==> config.mk <==
export PLATFORM = sky130hd
export DESIGN_NAME = ptsch_mod
export DESIGN_NICKNAME = d
export VERILOG_FILES = /design/src/rtl/periodic_timer_scheduler_assert.svh /design/src/rtl/ptsch_pkg.sv /design/src/rtl/ptsch_mod.sv
export SDC_FILE = /design/constraint.sdc
export NUM_CORES = 1
export LEC_CHECK = 0
export BUFFER_PORTS_ARGS = -buffer_cell sky130_fd_sc_hd__buf_4
export CAP_MARGIN = 10
export CORE_MARGIN = 4
export CORE_UTILIZATION = 35
export CTS_CLUSTER_DIAMETER = 200
export CTS_CLUSTER_SIZE = 25
export DETAILED_ROUTE_END_ITERATION = 7
export GPL_TIMING_DRIVEN = 0
export PLACE_DENSITY = 0.63
export SLEW_MARGIN = 20
export SYNTH_ARGS = -nofsm -noshare
export SYNTH_HDL_FRONTEND = slang
export SYNTH_SLANG_ARGS = --single-unit
==> constraint.sdc <==
create_clock -name clk -period 4.9 [get_ports clk]
set_clock_uncertainty 0.2 [all_clocks]
set_input_delay 0 -clock clk [delete_from_list [all_inputs] [get_ports clk]]
set_output_delay 0 -clock clk [all_outputs]
set_load 0.05 [all_outputs]
==> src/rtl/periodic_timer_scheduler_assert.svh <==
// Assertion macros for the periodic timer scheduler.
`ifndef PERIODIC_TIMER_SCHEDULER_ASSERT_SVH
`define PERIODIC_TIMER_SCHEDULER_ASSERT_SVH

// Same-cycle implication, sampled on clk, off during reset.
`define PTS_ASSERT_NOW(lbl, ante, cons) \
	lbl: assert property (@(posedge clk) disable iff (!arst_n) (ante) |-> (cons)) \
		else $error("periodic_timer_scheduler: assertion failed");

// Next-cycle implication, sampled on clk, off during reset.
`define PTS_ASSERT_NEXT(lbl, ante, cons) \
	lbl: assert property (@(posedge clk) disable iff (!arst_n) (ante) |=> (cons)) \
		else $error("periodic_timer_scheduler: assertion failed");

`endif

==> src/rtl/ptsch_pkg.sv <==
// Types and constants shared by the periodic timer scheduler modules.
package ptsch_pkg;

	localparam logic [62:0] TIME_MAX = {63{1'b1}};

	localparam logic [2:0] OP_ADD     = 3'd0;
	localparam logic [2:0] OP_CHANGE  = 3'd1;
	localparam logic [2:0] OP_REMOVE  = 3'd2;
	localparam logic [2:0] OP_PROCESS = 3'd3;
	localparam logic [2:0] OP_QUERY   = 3'd4;
	localparam logic [2:0] OP_CLEAR   = 3'd5;

	localparam logic [1:0] KIND_STATUS = 2'd0;
	localparam logic [1:0] KIND_FIRED  = 2'd1;
	localparam logic [1:0] KIND_NEXT   = 2'd2;

	localparam logic [1:0] ST_OK        = 2'd0;
	localparam logic [1:0] ST_BAD_IV    = 2'd1;
	localparam logic [1:0] ST_FULL      = 2'd2;
	localparam logic [1:0] ST_NOT_FOUND = 2'd3;

	typedef struct packed {
		logic [2:0]         operation;
		logic [63:0]        entry_id;
		logic [47:0]        interval_ticks;
		logic               has_base_time;
		logic signed [63:0] base_time;
		logic               miss_policy;
		logic [62:0]        now_time;
	} req_t;

	typedef struct packed {
		logic [1:0]  result_kind;
		logic [1:0]  status;
		logic [63:0] entry_id_out;
		logic [62:0] time_value;
		logic        last;
	} rsp_t;

endpackage

==> src/rtl/ptsch_mod.sv <==
// Bit-serial 64 by 48 bit remainder unit, one dividend bit per cycle.
module ptsch_mod import ptsch_pkg::*; (
	input  logic        clk,
	input  logic        arst_n,
	input  logic        start,
	input  logic [63:0] dividend,
	input  logic [47:0] divisor,
	output logic        done,
	output logic [47:0] rem
);

	logic [63:0] dvd_q;
	logic [47:0] div_q;
	logic [47:0] rem_q;
	logic [6:0]  cnt_q;
	logic        busy_q;
	logic        done_q;
	logic [48:0] trial;
	logic [48:0] diff;

	assign trial = {rem_q, dvd_q[63]};
	assign diff  = trial - {1'b0, div_q};

	always_ff @(posedge clk or negedge arst_n) begin
		if (!arst_n) begin
			busy_q <= 1'b0;
			done_q <= 1'b0;
			cnt_q  <= '0;
		end else begin
			done_q <= 1'b0;
			if (start) begin
				busy_q <= 1'b1;
				cnt_q  <= '0;
				dvd_q  <= dividend;
				div_q  <= divisor;
				rem_q  <= '0;
			end else if (busy_q) begin
				dvd_q <= {dvd_q[62:0], 1'b0};
				rem_q <= diff[48] ? trial[47:0] : diff[47:0];
				cnt_q <= cnt_q + 7'd1;
				if (cnt_q == 7'd63) begin
					busy_q <= 1'b0;
					done_q <= 1'b1;
				end
			end
		end
	end

	assign done = done_q;
	assign rem  = rem_q;

endmodule

==> flow_summary.json <==
{
  "n_fill_cell": 2631,
  "antennaDiodeCount": 0,
  "grt_pass1_vias": 8775,
  "grt.busiest_layer": "met2",
  "track_usage": 0.192,
  "holdCritPathClass": "primary input to async pin",
  "place_ws_ns": 0.715,
  "cts.sinks": 169,
  "avgSynthCellArea_um2": 10.7,
  "clkTransAtPathRegs_ns": 0.08,
  "final_nets": 1419,
  "p_sw_frac": 0.369,
  "async_flop_share": 0.0533,
  "cp-start-kind": "flip-flop",
  "worstSetupPathType": "flip-flop to flip-flop",
  "synth_seq_area_share": 0.492,
  "start_util": 0.355,
  "cp_max_fo": 10,
  "cts_setup_buffers": 0,
  "p_switching_w": 0.00189,
  "synth_top_family_by_area": "compound AO/OA/AOI/OAI gates",
  "ios": 164,
  "grt_max_degree": 60,
  "cpMaxStageDelayCell": "o311ai_4",
  "synthMuxAreaShare": 0.0890,
  "cts_buffer_depth": 2,
  "ant_nets": 0,
  "placed_cell_area_um2": 12000,
  "status": "complete, no violations",
  "fin_crit_ns": 4.21,
  "peakVddDrop_uv": 254,
  "power_frac_seq": 0.367,
  "die_y_um": 179,
  "ys.flop_type": "edfxtp_1",
  "grt_use_met1": 0.250,
  "clockRootBuffer": "clkbuf_16",
  "insertion_delay_ns": 0.44,
  "drive_gt1_frac": 0.225,
  "dp.cells": 1505,
  "synth-compound-area-share": 0.157,
  "first_iter_violations": 522,
  "fmax_ghz": 0.238,
  "vias_per_cell": 5.22,
  "seqCellArea_um2": 5030,
  "yosysWarnings": 0,
  "synthAdderAreaFrac": 0.0619,
  "pwr_density_cell_nw_per_um2": 374,
  "finalCritPeriodShare": 0.859,
  "netlist_area_um2": 10200,
  "synthesis.instances": 956,
  "synth_top_area_share": 0.470,
  "wl_um": 30500,
  "finalNonFillerCells": 1651,
  "endpoint_kind": "flip-flop",
  "wire_per_inst_um": 18.5,
  "rsz0062_at_grt": "false",
  "vias": 8624,
  "finalHoldWorstSlack_ns": 0.0275,
  "synth_cell_types": 66,
  "crit_chain": "inv_1 -> ha_1 -> inv_1 -> fa_1 -> a211oi_2 -> o21ai_2 -> o221a_4 -> o211a_1 -> o311ai_4 -> a31oi_2 -> o311ai_4 -> buf_4 -> nand2_1 -> a311oi_1",
  "yosys.area.top_type": "edfxtp_1",
  "timing.final.max_slew_violations": 0,
  "grt_use_met3": 0.0415,
  "gp_congestion": 0.922,
  "setup_ws_ns": 0.692,
  "groute.layer.met2.usage": 0.325,
  "cp.required_ns": 4.96,
  "portBuffers": 163,
  "die_w_um": 179,
  "clkPwrFrac": 0.270,
  "grt_pass1_wl_um": 48000,
  "cts_tree": "done",
  "area_growth_pct": 34.3,
  "dpl.hpwl_um": 21700,
  "finalHoldViolCount": 0,
  "coreArea_um2": 28800,
  "firstDrtPassIters": 5,
  "synth-simple-area-share": 0.123,
  "synth-xor-area-share": 0.0334,
  "tightest_slew_ns": 0.882,
  "synth_seq_cells": 169,
  "p_comb_frac": 0.363,
  "setup_viol": 0,
  "maxSlewHeadroom": 0.412,
  "num_rows": 62,
  "maxCapViolCount": 0,
  "numCtsBuffers": 17,
  "cts_resized": 0,
  "synth_area_leaders": "edfxtp_1, mux2_2, ha_1",
  "antenna_found_initial": 0,
  "power_leakage_nw": 5.69,
  "synth-edff-count": 160,
  "die-area_um2": 32000,
  "htreeDepth": 4,
  "grt_overflow": 0,
  "multiInputGateArea_um2": 4760,
  "syn-num-nets": 1121,
  "cp.arrival_ns": 4.27,
  "cpPeakStageDelay_ns": 0.55,
  "remaining_drc_errors": 0,
  "postLayoutCellArea_um2": 13700,
  "p_int_w": 0.00324
}
==> layer usage <==
| layer | wire length [um] | up-vias |
|---|---|---|
| met4 | 573 | 0 |
| met2 | 14600 | 257 |
| li1 | - | 4167 |
| met3 | 1810 | 34 |
| met1 | 13500 | 4166 |
| met5 | 0 | - |
==> cells in the final DEF (no fill, tap or decap), drive strengths merged, types with 26 or more instances in the layout <==
| cell type | synthesis | routed |
|---|---|---|
| buf | 15 | 180 |
| edfxtp | 160 | 160 |
| dlygate4sd3 | 0 | 114 |
| nor2 | 88 | 88 |
| nand2 | 83 | 83 |
| inv | 64 | 69 |
| a21oi | 67 | 67 |
| mux2 | 63 | 63 |
| ha | 49 | 49 |
| clkbuf | 29 | 46 |
| o21ai | 43 | 43 |
| a211oi | 26 | 26 |
==> layout make-up <==
type,count,share of cell area
buffer,44,0.0150
clock buffer,17,0.0310
clock inverter,15,0.0122
inverter,64,0.0175
multi-input combinational,679,0.347
sequential,169,0.366
tap,384,0.0350
timing repair buffer,279,0.176
==> power groups by stage <==
stage | clock network, W | logic (W) | registers, W
finish | 0.00139 | 0.00186 | 0.00188
CTS | 0.00142 | 0.00186 | 0.00188
detailed placement | 0 | 0.00178 | 0.00191
global route | 0.00147 | 0.00203 | 0.00190
floorplan | 0 | 0.00104 | 0.00211
global placement | 0 | 0.00176 | 0.00191
==> metrics by stage <==
stage	power [W]	util	TNS, ns
CTS	0.00516	0.477	0
global placement	0.00367	0.414	-70.33
global route	0.00540	0.477	0
detailed placement	0.00369	0.417	0
floorplan	0.00315	-	0
finish	0.00513	0.477	0
==> cells in the mapped netlist, types with 4 or more instances <==
master    number
edfxtp_1     160
nor2_1        88
nand2_1       83
a21oi_1       67
inv_1         64
mux2_2        63
ha_1          49
o21ai_0       38
clkbuf_1      29
a211oi_1      25
a21o_1        24
xnor2_1       21
a311oi_1      20
mux2i_1       20
nor3_1        18
xor2_1        18
nand4_1       17
nand3_1       16
and2_1        11
buf_2          9
dfrtp_1        9
o211ai_1       8
or3_1          8
and3_1         7
a31oi_1        5
nand2b_1       5
o21bai_1       5
nor2b_1        4
nor4_1         4
o21ai_1        4
o311a_1        4
==> cells by family after synthesis <==
kind of cell / Yosys count
AO/OA/AOI/OAI: 234
XOR/XNOR: 39
adder cells (fa/ha/maj): 50
buffers and inverters: 108
flip-flops: 169
multiplexers: 83
AND/OR/NAND/NOR: 273
==> critical path, delay by kind of cell, from the launching register on <==
family	cells	cell delay, ns
compound gates	8	2.32
fa+ha+maj	2	0.61
buf+inv	3	0.44
simple gates	1	0.07
flops	1	0.36
==> flip-flops by register name, summed over array words and instances (netlist names) <==
| signal | cells |
|---|---|
| busy_q | 1 |
| cnt_q | 7 |
| div_q | 48 |
| done | 1 |
| dvd_q | 64 |
| rem | 48 |
==> timing repair <==
item	4_1_cts	5_1_grt
hold endpoints to repair	132	0
setup endpoints to repair	0	0
hold buffers	114	0
==> path summary, 6_finish.rpt <==
kind                                     startpoint                    end  slack, ns  depth (start not counted)
worst max-delay path            dvd_q[63]$_DFFE_PP_  rem[36]$_SDFFCE_PP0P_       0.69                         14
worst min-delay path                         arst_n   cnt_q[2]$_DFFE_PN0N_       0.03                          2
worst max register to register  dvd_q[63]$_DFFE_PP_  rem[36]$_SDFFCE_PP0P_       0.69                         14
worst min register to register  dvd_q[62]$_DFFE_PP_    dvd_q[63]$_DFFE_PP_       0.35                          1
max in group asynchronous                    arst_n       busy_q$_DFF_PN0_       3.95                          2
min in group clk                        divisor[16]    div_q[16]$_DFFE_PP_       0.06                          2
(Power assumes the default switching activity.)
